### src/rtl/rcld_pkg.sv
// ---------------------------------------------------------------------------
// rcld_pkg
// Shared types and constants for the rtsp credential leak detector.
// ---------------------------------------------------------------------------
package rcld_pkg;

	// Byte classes produced by the front end
	typedef enum logic [3:0] {
		CLS_OTHER = 4'd0,
		CLS_R     = 4'd1,
		CLS_T     = 4'd2,
		CLS_S     = 4'd3,
		CLS_P     = 4'd4,
		CLS_COLON = 4'd5,
		CLS_SLASH = 4'd6,
		CLS_AT    = 4'd7,
		CLS_STAR  = 4'd8,
		CLS_TERM  = 4'd9
	} cls_t;

	// One classified beat handed from front to back
	typedef struct packed {
		cls_t cls;
		logic fin;
	} item_t;

	localparam logic [2:0] SCHEME_LAST = 3'd6;

	// Class expected at each position of "rtsp://"
	function automatic cls_t scheme_cls(input logic [2:0] idx);
		cls_t c;
		unique case (idx)
			3'd0: c = CLS_R;
			3'd1: c = CLS_T;
			3'd2: c = CLS_S;
			3'd3: c = CLS_P;
			3'd4: c = CLS_COLON;
			default: c = CLS_SLASH;
		endcase
		return c;
	endfunction

endpackage

### src/rtl/rcld_front.sv
// ---------------------------------------------------------------------------
// rcld_front
// Accepts text bytes and classifies each into a small class code.
// ---------------------------------------------------------------------------
module rcld_front (
	input  logic                 clk,
	input  logic                 arst_n,
	input  logic                 in_take,
	input  logic [7:0]           text_byte,
	input  logic                 final_byte,
	input  logic                 q_full,
	output logic                 stall,
	output logic                 q_push,
	output rcld_pkg::item_t      q_item
);
	import rcld_pkg::*;

	logic  vld_s1;
	item_t item_s1;
	cls_t  cls;

	always_comb begin
		unique case (text_byte)
			8'h72, 8'h52: cls = CLS_R;
			8'h74, 8'h54: cls = CLS_T;
			8'h73, 8'h53: cls = CLS_S;
			8'h70, 8'h50: cls = CLS_P;
			8'h3A:        cls = CLS_COLON;
			8'h2F:        cls = CLS_SLASH;
			8'h40:        cls = CLS_AT;
			8'h2A:        cls = CLS_STAR;
			8'h3F, 8'h23, 8'h22, 8'h27, 8'h20,
			8'h09, 8'h0A, 8'h0B, 8'h0C, 8'h0D: cls = CLS_TERM;
			default:      cls = CLS_OTHER;
		endcase
	end

	// Hold the stage while the queue is full
	assign stall  = vld_s1 && q_full;
	assign q_push = vld_s1 && !q_full;
	assign q_item = item_s1;

	always_ff @(posedge clk or negedge arst_n) begin
		if (!arst_n) begin
			vld_s1 <= 1'b0;
		end else if (!stall) begin
			vld_s1 <= in_take;
		end
	end

	always_ff @(posedge clk) begin
		if (in_take) begin
			item_s1.cls <= cls;
			item_s1.fin <= final_byte;
		end
	end

endmodule

### src/rtl/rcld_fifo.sv
// ---------------------------------------------------------------------------
// rcld_fifo
// Short queue of classified beats between front and back.
// ---------------------------------------------------------------------------
module rcld_fifo #(
	parameter int DEPTH = 4
) (
	input  logic            clk,
	input  logic            arst_n,
	input  logic            push,
	input  rcld_pkg::item_t push_item,
	input  logic            pop,
	output rcld_pkg::item_t head,
	output logic            full,
	output logic            empty
);
	import rcld_pkg::*;

	localparam int AW = (DEPTH > 1) ? $clog2(DEPTH) : 1;
	localparam int CW = $clog2(DEPTH + 1);
	localparam logic [AW-1:0] LAST = AW'(DEPTH - 1);
	localparam logic [CW-1:0] FULL_CNT = CW'(DEPTH);

	item_t         mem_q [DEPTH];
	logic [AW-1:0] wr_ptr_q;
	logic [AW-1:0] rd_ptr_q;
	logic [CW-1:0] cnt_q;
	logic          do_push;
	logic          do_pop;

	assign full    = (cnt_q == FULL_CNT);
	assign empty   = (cnt_q == '0);
	assign do_push = push && !full;
	assign do_pop  = pop && !empty;
	assign head    = mem_q[rd_ptr_q];

	always_ff @(posedge clk or negedge arst_n) begin
		if (!arst_n) begin
			wr_ptr_q <= '0;
			rd_ptr_q <= '0;
			cnt_q    <= '0;
		end else begin
			if (do_push) begin
				wr_ptr_q <= (wr_ptr_q == LAST) ? '0 : wr_ptr_q + 1'b1;
			end
			if (do_pop) begin
				rd_ptr_q <= (rd_ptr_q == LAST) ? '0 : rd_ptr_q + 1'b1;
			end
			if (do_push && !do_pop) begin
				cnt_q <= cnt_q + 1'b1;
			end else if (do_pop && !do_push) begin
				cnt_q <= cnt_q - 1'b1;
			end
		end
	end

	always_ff @(posedge clk) begin
		if (do_push) begin
			mem_q[wr_ptr_q] <= push_item;
		end
	end

endmodule

### src/rtl/rcld_back.sv
// ---------------------------------------------------------------------------
// rcld_back
// Runs the scheme match and authority tracking; holds the result beat.
// ---------------------------------------------------------------------------
module rcld_back (
	input  logic            clk,
	input  logic            arst_n,
	input  rcld_pkg::item_t q_head,
	input  logic            q_empty,
	output logic            q_pop,
	input  logic            pop,
	output logic            empty,
	output logic            has_exposed_password
);
	import rcld_pkg::*;

	logic [2:0] match_q;
	logic       in_auth_q;
	logic       past_at_q;
	logic       colon_q;
	logic [1:0] star_q;
	logic       mask_q;
	logic       leak_q;
	logic       res_vld_q;
	logic       res_q;

	logic [2:0] match_d;
	logic       in_auth_d;
	logic       past_at_d;
	logic       colon_d;
	logic [1:0] star_d;
	logic       mask_d;
	logic       leak_d;
	logic       take;
	cls_t       c;

	assign c     = q_head.cls;
	// only a final beat needs the result register free
	assign take  = !q_empty && (!res_vld_q || pop || !q_head.fin);
	assign q_pop = take;
	assign empty = !res_vld_q;
	assign has_exposed_password = res_q;

	always_comb begin
		match_d   = match_q;
		in_auth_d = in_auth_q;
		past_at_d = past_at_q;
		colon_d   = colon_q;
		star_d    = star_q;
		mask_d    = mask_q;
		leak_d    = leak_q;
		if (!in_auth_q || c == CLS_SLASH || c == CLS_TERM) begin
			in_auth_d = 1'b0;
			if (c == scheme_cls(match_q)) begin
				if (match_q == SCHEME_LAST) begin
					match_d   = '0;
					in_auth_d = 1'b1;
					past_at_d = 1'b0;
					colon_d   = 1'b0;
					star_d    = '0;
					mask_d    = 1'b0;
				end else begin
					match_d = match_q + 3'd1;
				end
			end else begin
				match_d = (c == CLS_R) ? 3'd1 : 3'd0;
			end
		end else if (!past_at_q) begin
			if (c == CLS_AT) begin
				past_at_d = 1'b1;
				leak_d    = leak_q || (colon_q && !mask_q);
			end else begin
				if (c == CLS_COLON) begin
					colon_d = 1'b1;
				end
				if (c == CLS_STAR) begin
					if (star_q == 2'd2) begin
						mask_d = 1'b1;
					end else begin
						star_d = star_q + 2'd1;
					end
				end else begin
					star_d = '0;
				end
			end
		end
	end

	always_ff @(posedge clk or negedge arst_n) begin
		if (!arst_n) begin
			match_q   <= '0;
			in_auth_q <= 1'b0;
			past_at_q <= 1'b0;
			colon_q   <= 1'b0;
			star_q    <= '0;
			mask_q    <= 1'b0;
			leak_q    <= 1'b0;
			res_vld_q <= 1'b0;
			res_q     <= 1'b0;
		end else begin
			if (take && q_head.fin) begin
				res_vld_q <= 1'b1;
			end else if (pop && res_vld_q) begin
				res_vld_q <= 1'b0;
			end
			if (take) begin
				if (q_head.fin) begin
					// emit the verdict and clear for the next text
					res_q     <= leak_d;
					match_q   <= '0;
					in_auth_q <= 1'b0;
					past_at_q <= 1'b0;
					colon_q   <= 1'b0;
					star_q    <= '0;
					mask_q    <= 1'b0;
					leak_q    <= 1'b0;
				end else begin
					match_q   <= match_d;
					in_auth_q <= in_auth_d;
					past_at_q <= past_at_d;
					colon_q   <= colon_d;
					star_q    <= star_d;
					mask_q    <= mask_d;
					leak_q    <= leak_d;
				end
			end
		end
	end

endmodule

### src/rtl/rtsp_credential_leak_detector_unit.sv
// ---------------------------------------------------------------------------
// rtsp_credential_leak_detector_unit
// Flags text that carries an rtsp:// URI with an unmasked user:password.
// ---------------------------------------------------------------------------
// Push one text byte per beat, with final_byte set on the last byte of a text.
// While full is low the block sustains one byte per clock: a front stage
// classifies each byte, a queue of DEPTH beats decouples it from the back
// end, and the back end advances the match state by one byte per clock
// while beats are queued and no last byte waits. One verdict beat per text
// appears on the result side, through the front stage, queue and result
// register. Bytes of the next text keep flowing while the verdict waits to
// be popped; only the next last byte waits in the back end, and input
// stalls once the queue behind it fills.
module rtsp_credential_leak_detector_unit #(
	parameter int DEPTH = 4
) (
	input  logic       clk,
	input  logic       arst_n,
	input  logic       push,
	output logic       full,
	input  logic [7:0] text_byte,
	input  logic       final_byte,
	output logic       empty,
	input  logic       pop,
	output logic       has_exposed_password
);
	import rcld_pkg::*;

	logic  in_take;
	logic  q_push;
	logic  q_full;
	logic  q_empty;
	logic  q_pop;
	item_t q_item;
	item_t q_head;

	assign in_take = push && !full;

	rcld_front u_front (
		.clk        (clk),
		.arst_n     (arst_n),
		.in_take    (in_take),
		.text_byte  (text_byte),
		.final_byte (final_byte),
		.q_full     (q_full),
		.stall      (full),
		.q_push     (q_push),
		.q_item     (q_item)
	);

	rcld_fifo #(
		.DEPTH (DEPTH)
	) u_fifo (
		.clk       (clk),
		.arst_n    (arst_n),
		.push      (q_push),
		.push_item (q_item),
		.pop       (q_pop),
		.head      (q_head),
		.full      (q_full),
		.empty     (q_empty)
	);

	rcld_back u_back (
		.clk                  (clk),
		.arst_n               (arst_n),
		.q_head               (q_head),
		.q_empty              (q_empty),
		.q_pop                (q_pop),
		.pop                  (pop),
		.empty                (empty),
		.has_exposed_password (has_exposed_password)
	);

	a_take_nonempty: assert property (@(posedge clk) disable iff (!arst_n)
		q_pop |-> !q_empty)
		else $error("back end took a beat from an empty queue");

	a_accept_lands: assert property (@(posedge clk) disable iff (!arst_n)
		in_take |=> q_push || full)
		else $error("accepted byte missing from front stage");

	a_final_emits: assert property (@(posedge clk) disable iff (!arst_n)
		(q_pop && q_head.fin) |=> !empty)
		else $error("final beat produced no verdict");

	a_full_means_queue_full: assert property (@(posedge clk) disable iff (!arst_n)
		full |-> q_full)
		else $error("input stalled with room in the queue");

endmodule
### config.mk
export PLATFORM = sky130hd
export DESIGN_NAME = rtsp_credential_leak_detector_unit
export DESIGN_NICKNAME = d
export VERILOG_FILES = /design/src/rtl/rcld_pkg.sv /design/src/rtl/rcld_front.sv /design/src/rtl/rcld_fifo.sv /design/src/rtl/rcld_back.sv /design/src/rtl/rtsp_credential_leak_detector_unit.sv
export SDC_FILE = /design/constraint.sdc
export NUM_CORES = 1
export LEC_CHECK = 0
export BUFFER_PORTS_ARGS = -buffer_cell sky130_fd_sc_hd__buf_2
export CORE_ASPECT_RATIO = 1.4
export CORE_MARGIN = 3
export CORE_UTILIZATION = 60
export CTS_BUF_LIST = sky130_fd_sc_hd__clkbuf_8 sky130_fd_sc_hd__clkbuf_16
export DETAILED_ROUTE_END_ITERATION = 12
export PLACE_DENSITY = 0.79
export SYNTH_ARGS = -nofsm -noshare
export SYNTH_HDL_FRONTEND = slang
export SYNTH_SLANG_ARGS = --single-unit
### constraint.sdc
create_clock -name clk -period 3.05 [get_ports clk]
set_clock_uncertainty 0.2 [all_clocks]
set_input_delay 0 -clock clk [delete_from_list [all_inputs] [get_ports clk]]
set_output_delay 0 -clock clk [all_outputs]
set_load 0.05 [all_outputs]
* Yosys cells after proc, flatten, opt, wreduce, memory -nomap -nowiden
Memory sizes are Yosys's and may differ from the RTL's.
Cells that the tools add are included.
** Word-level totals
- Output and inout bits :: 3
- Bits in writable memories :: 20
- Bits of input ports :: 13
- Logic and storage cells :: 158
- Memories kept :: 1
- Register bits :: 25
** Cells by class
- $add $sub $neg :: 6
- Mux-type cells :: 49
- Equal/unequal tests :: 43
- Reduce and logical (&&, ||, !) cells :: 44
** Memory list
- u_fifo.mem_q :: words 4, bits a word 5, read ports 1, clocked after memory_dff 0, wr ports 1, line rcld_fifo.sv:24 : item_t mem_q [DEPTH];
** Operators by type and width (count)
- $eq A8 B7 Y1 const B :: 9
- $eq A8 B6 Y1 const B :: 8
- $eq A8 B4 Y1 const B :: 5
- $pmux W4 S9 :: 1
- $mux W1 :: 30
- $mux W2 :: 10
- $mux W3 :: 6
- $pmux W3 S5 :: 1
- $eq A4 B3 Y1 const B :: 3
- $reduce_and A6 Y1 :: 2
- $logic_and A1 B1 Y1 :: 11
- $reduce_or A10 Y1 :: 1
- $eq A3 B3 Y1 const B :: 3
- $logic_not A1 Y1 :: 9
- $ne A3 B2 Y1 const B :: 3
- $reduce_bool A3 Y1 :: 3
- $eq A4 B4 Y1 const B :: 2
- $reduce_or A2 Y1 :: 4
- $reduce_and A7 Y1 :: 1
- $add A2 B1 Y2 const B :: 3
- $add A3 B1 Y3 const B :: 2
- $eq A2 B2 Y1 const B :: 3
- $eq A3 B2 Y1 const B :: 2
- $logic_not A3 Y1 :: 2
- 11 further kinds :: 18

* Depth between registers and ports, before layout
Gate-level depths: netlist (run 1).
An unclocked memory read counts as a cell.
- Word-level depth :: 9
- Depth in mapped cells :: 10

* Modules after synthesis
Synthesis (run 1) repeated with hierarchy kept, for this count alone.
** Unflattened totals
- Cells, all modules :: 202
- Area, all modules :: 2477.4 um^2
** By module, submodules not included
- rcld_fifo :: area an instance 1188.6 um^2, times used 1, cells each 63
- rcld_back :: area an instance 860.8 um^2, times used 1, cells each 92
- rcld_front :: area an instance 414.1 um^2, times used 1, cells each 46
- rtsp_credential_leak_detector_unit :: area an instance 13.8 um^2, times used 1, cells each 1

* Worst setup path after synthesis (run 1)
OpenSTA, ideal clock, no wires.
- Path type :: reg2reg
- Start :: register u_fifo.rd_ptr_q[0]
- End :: register u_fifo.cnt_q[1]
- Arrival :: 2.497 ns
- Cell stages (with the launch flop) :: 9
- Path slack :: 0.228 ns
- Path buffers :: 1
- Period minus slack after synthesis :: 2.822 ns
- Cell sequence :: dfrtp_1 buf_6 mux4_2 a21oi_1 inv_2 ha_1 inv_1 fa_1 mux2_2
** On the way
- Word-level cells in the longest chain between the ends :: 8
- Elaborated cells on any way between the ends :: 10
- Those cells by class :: 1 x mux; 8 x reduce/logical; 1 x memory
** Ends and longest elaborated chain
- from (decl) :: line rcld_fifo.sv:26 : logic [AW-1:0] rd_ptr_q;
- from (signal assigned) :: line rcld_fifo.sv:47 : rd_ptr_q <= (rd_ptr_q == LAST) ? '0 : rd_ptr_q + 1'b1;
- $mem_v2 Z4 W5 (*)
- $logic_not A1 Y1 (*) :: line rcld_back.sv:39 : assign take = !q_empty && (!res_vld_q || pop || !q_head.fin);
- $logic_or A1 B1 Y1 (*) :: line rcld_back.sv:39
- $logic_and A1 B1 Y1 (*) :: line rcld_back.sv:39
- $logic_and A1 B1 Y1 (*) :: line rcld_fifo.sv:34 : assign do_pop = pop && !empty;
- $logic_not A1 Y1 :: line rcld_fifo.sv:49 : if (do_push && !do_pop) begin
- $logic_and A1 B1 Y1 :: line rcld_fifo.sv:49
- $mux W3 / $reduce_bool A2 Y1 (equally long branches)
- to (signal assigned) :: line rcld_fifo.sv:50 : cnt_q <= cnt_q + 1'b1;
- to (signal assigned) :: line rcld_fifo.sv:52 : cnt_q <= cnt_q - 1'b1;
- to (decl) :: line rcld_fifo.sv:27 : logic [CW-1:0] cnt_q;
Every way passes the cells marked *; elsewhere a longest branch is shown, timed or not.
A chain may end at the register's enable or synchronous reset.

* Final worst setup path (run 1)
- Start :: register u_fifo.rd_ptr_q[0]
- End :: register u_back.star_q[0]
** On the way
- Word-level cells in the longest chain between the ends :: 7
- Elaborated cells on any way between the ends :: 22
- Those cells by class :: 10 x eq/ne; 5 x mux; 6 x reduce/logical; 1 x memory
** Ends and longest elaborated chain
- $mem_v2 Z4 W5 (*)
- $eq A4 B4 Y1 :: line rcld_back.sv:76 : if (c == CLS_STAR) begin
- $mux W2 :: line rcld_back.sv:76
- $mux W2 :: line rcld_back.sv:69 : if (c == CLS_AT) begin
- $mux W2 :: line rcld_back.sv:68 : end else if (!past_at_q) begin
- $mux W2 :: line rcld_back.sv:52 : if (!in_auth_q || c == CLS_SLASH || c == CLS_TERM) begin
- $mux W2 :: line rcld_back.sv:107 : if (q_head.fin) begin
- to (signal assigned) :: line rcld_back.sv:122 : star_q <= star_d;
- to (decl) :: line rcld_back.sv:21 : logic [1:0] star_q;
Every way passes the cells marked *; elsewhere a longest branch is shown, timed or not. The select of a mux whose other input is x is not followed.

==> flow_summary_export.csv, run 1 <==
group,metric,value,unit
status,run_status,"finished clean",
layout,finish.net_count,262,
grt,grt_start_max_net_pins,21,
cts,clkSlewWorstSetupHoldPaths,80,ps
cts,worst_skew_pair.late_latency,300,ps
floorplanning,placement_rows,26,
yosys,async_reset_ff_frac,0.444,
timing,setup_tns,0,ps
floorplanning,floorplan.initialDensity,0.642,
route,postRouteAntennaNets,0,
timing,slew_headroom,0.389,
yosys,syn_nets,234,
floorplanning,i_o_pin_total,16,
yosys,synth_edf_count,25,
layout,commonest_non_fill_non_tap_cells_in_the_layout,"sky130_fd_sc_hd__edfxtp_1, sky130_fd_sc_hd__dfrtp_1, sky130_fd_sc_hd__nand2_1",
critical_path,critical_path_class,"reg -> reg",
yosys,synth.area.top_cells,"sky130_fd_sc_hd__edfxtp_1, sky130_fd_sc_hd__dfrtp_1, sky130_fd_sc_hd__mux4_2",
route,drt_drc_violations_left,0,
yosys,seq_cells_post_synth,45,
grt,grt_pass1_vias,1820,
grt,antenna_found_initial,0,
route,detail_routed_net_length_per_standard_cell,16.7,µm
cts,cts_tree,"yes",
critical_path,critPathRequiredTime,3040,ps
grt,globalRouteTotalUtil,0.222,
grt,grt_overflow,0,
critical_path,worst-r2r-setup-slack,260,ps
cts,root_buffer,"sky130_fd_sc_hd__clkbuf_8",
yosys,synth_top_cell_area_share,0.313,
critical_path,setup.worst_path.end_class,"register",
timing,setup-violations-final,0,
timing,finalCriticalPeriod,2790,ps
cts,cts-root-to-sink-buffers,2,
timing,timing_hold_violations_final,0,
timing,rsz0062_at_grt,"no",
critical_path,crit-reg2reg-capture,"u_back.star_q[0]",
critical_path,rr_worst_depth,6,
cts,postCtsSetupBuffers,0,
timing,max_slew.worst_pin.slew,913,ps
power_and_ir_drop,irDropWorstVdd,679,µV
timing,finalCritPeriodShare,0.916,
critical_path,cp_max_stage_delay,630,ps
yosys,synth_sequential_area_ratio,0.521,
layout,mostFrequentLayoutCell,"sky130_fd_sc_hd__edfxtp_1",
route,initialDrtViolationCount,86,
critical_path,cp_max_fo,10,
yosys,synth.yosys.warnings,0,
yosys,synth_cell_types,50,
placement,placement.io_buffers,15,
cts,numClockSinks,45,
route,wl,4.75,mm
critical_path,reg2reg_from,"u_fifo.rd_ptr_q[0]",
cts,cts_made_buffers,5,
layout,drive_gt1_frac,0.136,
critical_path,cp_data_arrival_time,2790,ps
grt,global_route_wire_length_before_repair,7.87,mm
layout,diodes,0,
yosys,synth.avg_cell_area,11.3,µm²
cts,cts_resized,0,
floorplanning,die-width,59.5,µm
placement,dp_hpwl,3.42,mm
critical_path,startpoint,"u_fifo.rd_ptr_q[0]",
yosys,postSynth.topFlopCell,"sky130_fd_sc_hd__edfxtp_1",
critical_path,timing.critical_path.slowest_stage_cell,"sky130_fd_sc_hd__mux4_2",
critical_path,crit_chain,"mux4_2 > or3b_1 > a2111o_1 > a31oi_4 > nand2_1 > a32o_1",
floorplanning,design.die.area,0.00481,mm²
floorplanning,design.core.area,0.00374,mm²
placement,globalplace.congestion,0.921,
timing,slew_viol_final,0,
placement,placedInstanceArea,0.00251,mm²
yosys,synthCells,213,
yosys,mappedNetlistArea,0.00240,mm²
run,maxCapViolCount,0,
power_and_ir_drop,pwr_density_cell,828,mW/mm²
timing,max_clock_freq,0.358,GHz
critical_path,worstSetupEndpoint,"u_back.star_q[0]",
worst_hold_path,min_path_type,"in -> reg",
critical_path,critical_path.startpoint_type,"register",
route,via_per_inst,6.21,
layout,synthToLayoutAreaGrowth,12.2,%
route,route.vias.total,1763,
yosys,yosysTopAreaCell,"sky130_fd_sc_hd__edfxtp_1",
layout,stdcell_area,0.00270,mm²
floorplanning,die_height,80.9,µm
route,drt_pre_antenna_iters,4,
power_and_ir_drop,static-leakage-power,0.00109,µW
cts,ctsHtreeMaxLevel,2,
==> what timing repair did <==
action	in CTS	in global routing
hold endpoints to repair	32	0
hold buffers	10	0
endpoints found under the setup margin	0	0
==> synthesized netlist by cell type (2+ instances only) <==
cell type / instances
sky130_fd_sc_hd__edfxtp_1: 25
sky130_fd_sc_hd__dfrtp_1: 20
sky130_fd_sc_hd__nand2_1: 19
sky130_fd_sc_hd__nor2_1: 16
sky130_fd_sc_hd__o21ai_0: 13
sky130_fd_sc_hd__inv_1: 12
sky130_fd_sc_hd__a21oi_1: 9
sky130_fd_sc_hd__nor3_1: 8
sky130_fd_sc_hd__and2_1: 7
sky130_fd_sc_hd__ha_1: 7
sky130_fd_sc_hd__mux2i_1: 5
sky130_fd_sc_hd__a21o_1: 4
sky130_fd_sc_hd__clkbuf_1: 4
sky130_fd_sc_hd__mux4_2: 4
sky130_fd_sc_hd__nand3_1: 4
sky130_fd_sc_hd__nand4_1: 4
sky130_fd_sc_hd__nand4b_1: 4
sky130_fd_sc_hd__a32o_1: 3
sky130_fd_sc_hd__and3_1: 3
sky130_fd_sc_hd__mux2_2: 3
sky130_fd_sc_hd__nand3b_1: 3
sky130_fd_sc_hd__nor2b_1: 3
sky130_fd_sc_hd__a22o_1: 2
sky130_fd_sc_hd__a31oi_1: 2
sky130_fd_sc_hd__nor4_1: 2
sky130_fd_sc_hd__nor4b_1: 2
sky130_fd_sc_hd__xor2_1: 2
==> registers in the layout, indices dropped and copies added, names as in the netlist, 2 cells and up <==
signal	flops
u_fifo.mem_q	20
u_front.q_item	5
u_back.match_q	3
u_fifo.cnt_q	3
u_back.star_q	2
u_fifo.rd_ptr_q	2
u_fifo.wr_ptr_q	2
==> worst max-delay path: cells and delay by family, from the launching register on <==
family           cells  cell delay (ps)
AO/OA/AOI/OAI        3              890
flip-flops           1              440
multiplexers         1              630
AND/OR/NAND/NOR      2              540
==> layout make-up <==
class                   count  area [µm²]
clock buffers               5        68.8
inverters                  13        48.8
fillers                   252        1050
flip-flops and latches     45        1250
well taps                  42        52.6
repair buffers             27         190
clock inverters             3        13.8
multi-input cells         149        1070
==> per-layer routing <==
metal  vias to the layer above  routed length, µm  global-route usage  share of wire
li1                        849                  -                   -              -
met1                       866               1770               0.214           0.37
met2                        32               2690               0.428           0.57
met3                        16                114              0.0382          0.024
met4                         0                169               0.118          0.036
met5                         -                  0                   0              0
==> through the flow <==
stage	hold slack, ps	utilization	setup slack (ps)	cells	total power (µW)
2_1_floorplan	-496	-	228	213	1650
3_3_place_gp	-238	0.672	374	266	1800
3_5_place_dp	-230	0.672	261	266	1880
4_1_cts	44.2	0.720	250	284	2240
5_1_grt	99.6	0.720	110	284	2400
6_report	84.4	0.720	255	284	2230
==> worst min path at each step <==
stage                       from                 to  slack (ps)  cells after the start
floorplan                 arst_n     u_back.colon_q        -500                      0
finish              text_byte[2]  u_front.q_item[1]          80                      4
CTS                 text_byte[1]  u_front.q_item[1]          40                      4
global placement          arst_n  u_back.match_q[1]        -240                      1
detailed placement        arst_n  u_back.match_q[1]        -230                      1
global route        text_byte[2]  u_front.q_item[1]         100                      4
==> report_power, final <==
part / switching (µW) / leakage (µW) / internal (µW)
combinational: 563 / 0.000546 / 406
clock: 193 / 0.0000511 / 156
sequential: 113 / 0.000495 / 801
==> cells by family (layout without fill, tap and decap cells) <==
kind of cell,Yosys count,after routing,share of synthesized area
and+or+nand+nor,82,82,0.183
xor gates and xnor gates,3,3,0.0109
adders and majority gates,8,8,0.0448
muxes,13,13,0.0834
DFF,45,45,0.521
buffers and inverters,19,48,0.0333
AOI/OAI and AO/OA,43,43,0.124
No activity file was read; power rests on OpenSTA's default activity.
==> run 2: changes to the inputs <==
--- a/config.mk
+++ b/config.mk
@@ -5,13 +5,14 @@
 export SDC_FILE = /design/constraint.sdc
 export NUM_CORES = 1
 export LEC_CHECK = 0
+export ABC_AREA = 1
 export BUFFER_PORTS_ARGS = -buffer_cell sky130_fd_sc_hd__buf_2
 export CORE_ASPECT_RATIO = 1.4
 export CORE_MARGIN = 3
-export CORE_UTILIZATION = 60
+export CORE_UTILIZATION = 61
 export CTS_BUF_LIST = sky130_fd_sc_hd__clkbuf_8 sky130_fd_sc_hd__clkbuf_16
 export DETAILED_ROUTE_END_ITERATION = 12
-export PLACE_DENSITY = 0.79
+export PLACE_DENSITY = 0.8
 export SYNTH_ARGS = -nofsm -noshare
 export SYNTH_HDL_FRONTEND = slang
 export SYNTH_SLANG_ARGS = --single-unit
==> run 2 against run 1 <==
Compared with the run above: sequential share of layout area shrank 4.8 points; fmax is 4.1% higher; critical path depth up 6; clock power is 26% higher; highest routed layer unchanged; wire length rose by 8.7%; setup slack gained 110 ps; critical endpoint is now u_fifo.cnt_q[2]; sequential power increased by 0.8%.
==> flow_summary_export.csv, run 2 <==
group,metric,value,unit
power_and_ir_drop,irDropWorstVdd,552,µV
timing,finalCritPeriodShare,0.880,
layout,diodes,0,
placement,place.detailed.instances,388,
timing,timing_hold_violations_final,0,
route,initialDrtViolationCount,108,
layout,fill_cells,318,
floorplanning,design.die.area,0.00522,mm²
yosys,synth_edf_count,25,
route,routed-wl-met2,2.82,mm
yosys,syn_nets,338,
yosys,netlist_top_cells_count,"sky130_fd_sc_hd__nand2_1, sky130_fd_sc_hd__inv_1, sky130_fd_sc_hd__nor2_1",
cts,clkSlewWorstSetupHoldPaths,80,ps
grt,grt_pass1_vias,2056,
layout,mostFrequentLayoutCell,"sky130_fd_sc_hd__nand2_1",
critical_path,startpoint,"u_fifo.rd_ptr_q[0]",
yosys,postSynth.topFlopCell,"sky130_fd_sc_hd__edfxtp_1",
critical_path,cp_max_fo,14,
route,maxUsedRoutingLayer,"met4",
route,postRouteAntennaNets,0,
status,run_status,"finished clean",
yosys,mappedNetlistArea,0.00267,mm²
grt,grt_overflow,0,
floorplanning,die-width,61.9,µm
critical_path,setup.worst_path.end_class,"register",
yosys,seq_cells_post_synth,45,
route,wl,5.16,mm
placement,placement.io_buffers,15,
grt,global_route_wire_length_before_repair,8.49,mm
critical_path,crit-reg2reg-capture,"u_fifo.cnt_q[2]",
yosys,synth.yosys.warnings,0,
layout,final_util,0.735,
floorplanning,floorplan.initialDensity,0.653,
timing,slew_viol_final,0,
timing,setup-violations-final,0,
yosys,synthCells,317,
power_and_ir_drop,pwr_density_cell,894,mW/mm²
timing,finalCriticalPeriod,2680,ps
route,drt_drc_violations_left,0,
route,wirelength_met1,2.00,mm
power_and_ir_drop,post-layout-total-power,2680,µW
layout,commonest_non_fill_non_tap_cells_in_the_layout,"sky130_fd_sc_hd__nand2_1, sky130_fd_sc_hd__inv_1, sky130_fd_sc_hd__nor2_1",
layout,drive_gt1_frac,0.198,
route,detail_routed_net_length_per_standard_cell,12.7,µm
route,route.vias.total,2163,
layout,largest_register_ff_count,20,
layout,finish.net_count,368,
floorplanning,die_height,84.3,µm
critical_path,cp_data_arrival_time,2660,ps
grt,grt_start_max_net_pins,21,
layout,layout.cells.non_filler,406,
placement,dp_hpwl,3.98,mm
yosys,async_reset_ff_frac,0.444,
critical_path,worstSetupEndpoint,"u_fifo.cnt_q[2]",
critical_path,worst-r2r-setup-slack,370,ps
grt,globalRouteTotalUtil,0.218,
cts,postCtsSetupBuffers,0,
cts,cts_resized,0,
yosys,synth_cell_types,34,
cts,ctsHtreeMaxLevel,2,
grt,antenna_found_initial,0,
yosys,synth_sequential_area_ratio,0.469,
yosys,synth_top_cell_area_share,0.281,
layout,top_register,"u_fifo.mem_q",
timing,slew_headroom,0.339,
timing,max_slew.worst_pin.slew,988,ps
critical_path,critical_path.startpoint_type,"register",
yosys,yosysMostFrequentCell,"sky130_fd_sc_hd__nand2_1",
timing,max_clock_freq,0.373,GHz
cts,cts-root-to-sink-buffers,2,
worst_hold_path,min_path_type,"in -> reg",
route,via_per_inst,5.33,
floorplanning,design.core.area,0.00409,mm²
cts,root_buffer,"sky130_fd_sc_hd__clkbuf_8",
critical_path,rr_worst_depth,12,
route,routed-wl-met3,157,µm
placement,globalplace.congestion,0.874,
power_and_ir_drop,static-leakage-power,0.00142,µW
critical_path,reg2reg_from,"u_fifo.rd_ptr_q[0]",
timing,setup_tns,0,ps
yosys,synth.area.top_cells,"sky130_fd_sc_hd__edfxtp_1, sky130_fd_sc_hd__dfrtp_1, sky130_fd_sc_hd__nand2_1",
floorplanning,i_o_pin_total,16,
yosys,yosysTopAreaCell,"sky130_fd_sc_hd__edfxtp_1",
cts,worst_skew_pair.late_latency,300,ps
cts,cts_made_buffers,5,
cts,numClockSinks,45,
route,drt_pre_antenna_iters,4,
layout,synthToLayoutAreaGrowth,12.5,%
cts,cts_tree,"yes",
floorplanning,placement_rows,27,
critical_path,critical_path_class,"reg -> reg",
run,maxCapViolCount,0,
critical_path,critPathRequiredTime,3030,ps
timing,rsz0062_at_grt,"no",
yosys,synth.avg_cell_area,8.42,µm²
run 2: cell types whose count changed after synthesis, moves of 7 or more:
| cell | before | now |
|---|---|---|
| sky130_fd_sc_hd__nand2_1 | 19 | 80 |
| sky130_fd_sc_hd__nor2_1 | 16 | 33 |
| sky130_fd_sc_hd__nand3_1 | 4 | 26 |
| sky130_fd_sc_hd__inv_1 | 12 | 34 |
| sky130_fd_sc_hd__and2_1 | 7 | 0 |
| sky130_fd_sc_hd__nand2_2 | 0 | 19 |
run 2: final cells by class:
cell class / count / area (µm²) / area share
clock buffer: 5 / 68.8 / 0.0229
clock inverter: 3 / 37.5 / 0.0125
inverter: 42 / 160 / 0.0533
multi-input combinational: 227 / 1230 / 0.410
sequential: 45 / 1250 / 0.416
tap: 58 / 72.6 / 0.0242
timing repair buffer: 26 / 183 / 0.0608
run 2: worst min-delay path by stage:
stage	start	end	slack (ps)	cells after the start
final	text_byte[7]	u_front.q_item[3]	30	4
after global routing	text_byte[5]	u_front.q_item[4]	30	4
after CTS	text_byte[7]	u_front.q_item[3]	6	4
after detailed placement	arst_n	u_back.match_q[0]	-210	1
after global placement	arst_n	u_back.match_q[0]	-220	1
after floorplan	arst_n	u_back.colon_q	-500	0
run 2: cells by family after synthesis:
group                      after synthesis  synth area share
buffers and inverters                   45            0.0703
and+or+nand+nor                        189             0.350
xor gates and xnor gates                 2           0.00656
AOI/OAI and AO/OA                       28            0.0647
adders and majority gates                8            0.0403
DFF                                     45             0.469
run 2: layer usage:
metal,vias to the layer above,track usage
li1,1093,-
met1,998,0.230
met2,54,0.389
met3,18,0.0462
met4,0,0.100
met5,-,0
run 2: worst max-delay path: stages (launching register included):
cell	delay, ps
sky130_fd_sc_hd__dfrtp_1	660
sky130_fd_sc_hd__nand2_1	100
sky130_fd_sc_hd__nand3_1	130
sky130_fd_sc_hd__nand2_2	140
sky130_fd_sc_hd__inv_2	170
sky130_fd_sc_hd__nand2_2	80
sky130_fd_sc_hd__nand2_4	110
sky130_fd_sc_hd__ha_1	150
sky130_fd_sc_hd__inv_1	70
sky130_fd_sc_hd__fa_1	380
sky130_fd_sc_hd__a21oi_1	140
sky130_fd_sc_hd__o21ai_0	110
sky130_fd_sc_hd__xor2_1	150
run 2: timing repair:
item,in CTS,in global routing
endpoints found under the hold margin,32,0
setup endpoints to repair,0,0
hold buffers,10,0
run 2: through the flow:
step           setup slack (ps)  hold slack [ps]  instance area [µm²]
5_1_grt                    83.6             32.2                 3000
3_3_place_gp                492             -218                 2800
6_report                    366             25.5                 3000
3_5_place_dp                362             -213                 2800
2_1_floorplan               616             -496                 2670
4_1_cts                     362             6.08                 3000
run 2: report_power, final:
part,internal (µW),total (µW),leakage (µW),switching (µW)
clock network,239,438,0.0000570,199
logic,425,1330,0.000866,901
registers,801,921,0.000493,120
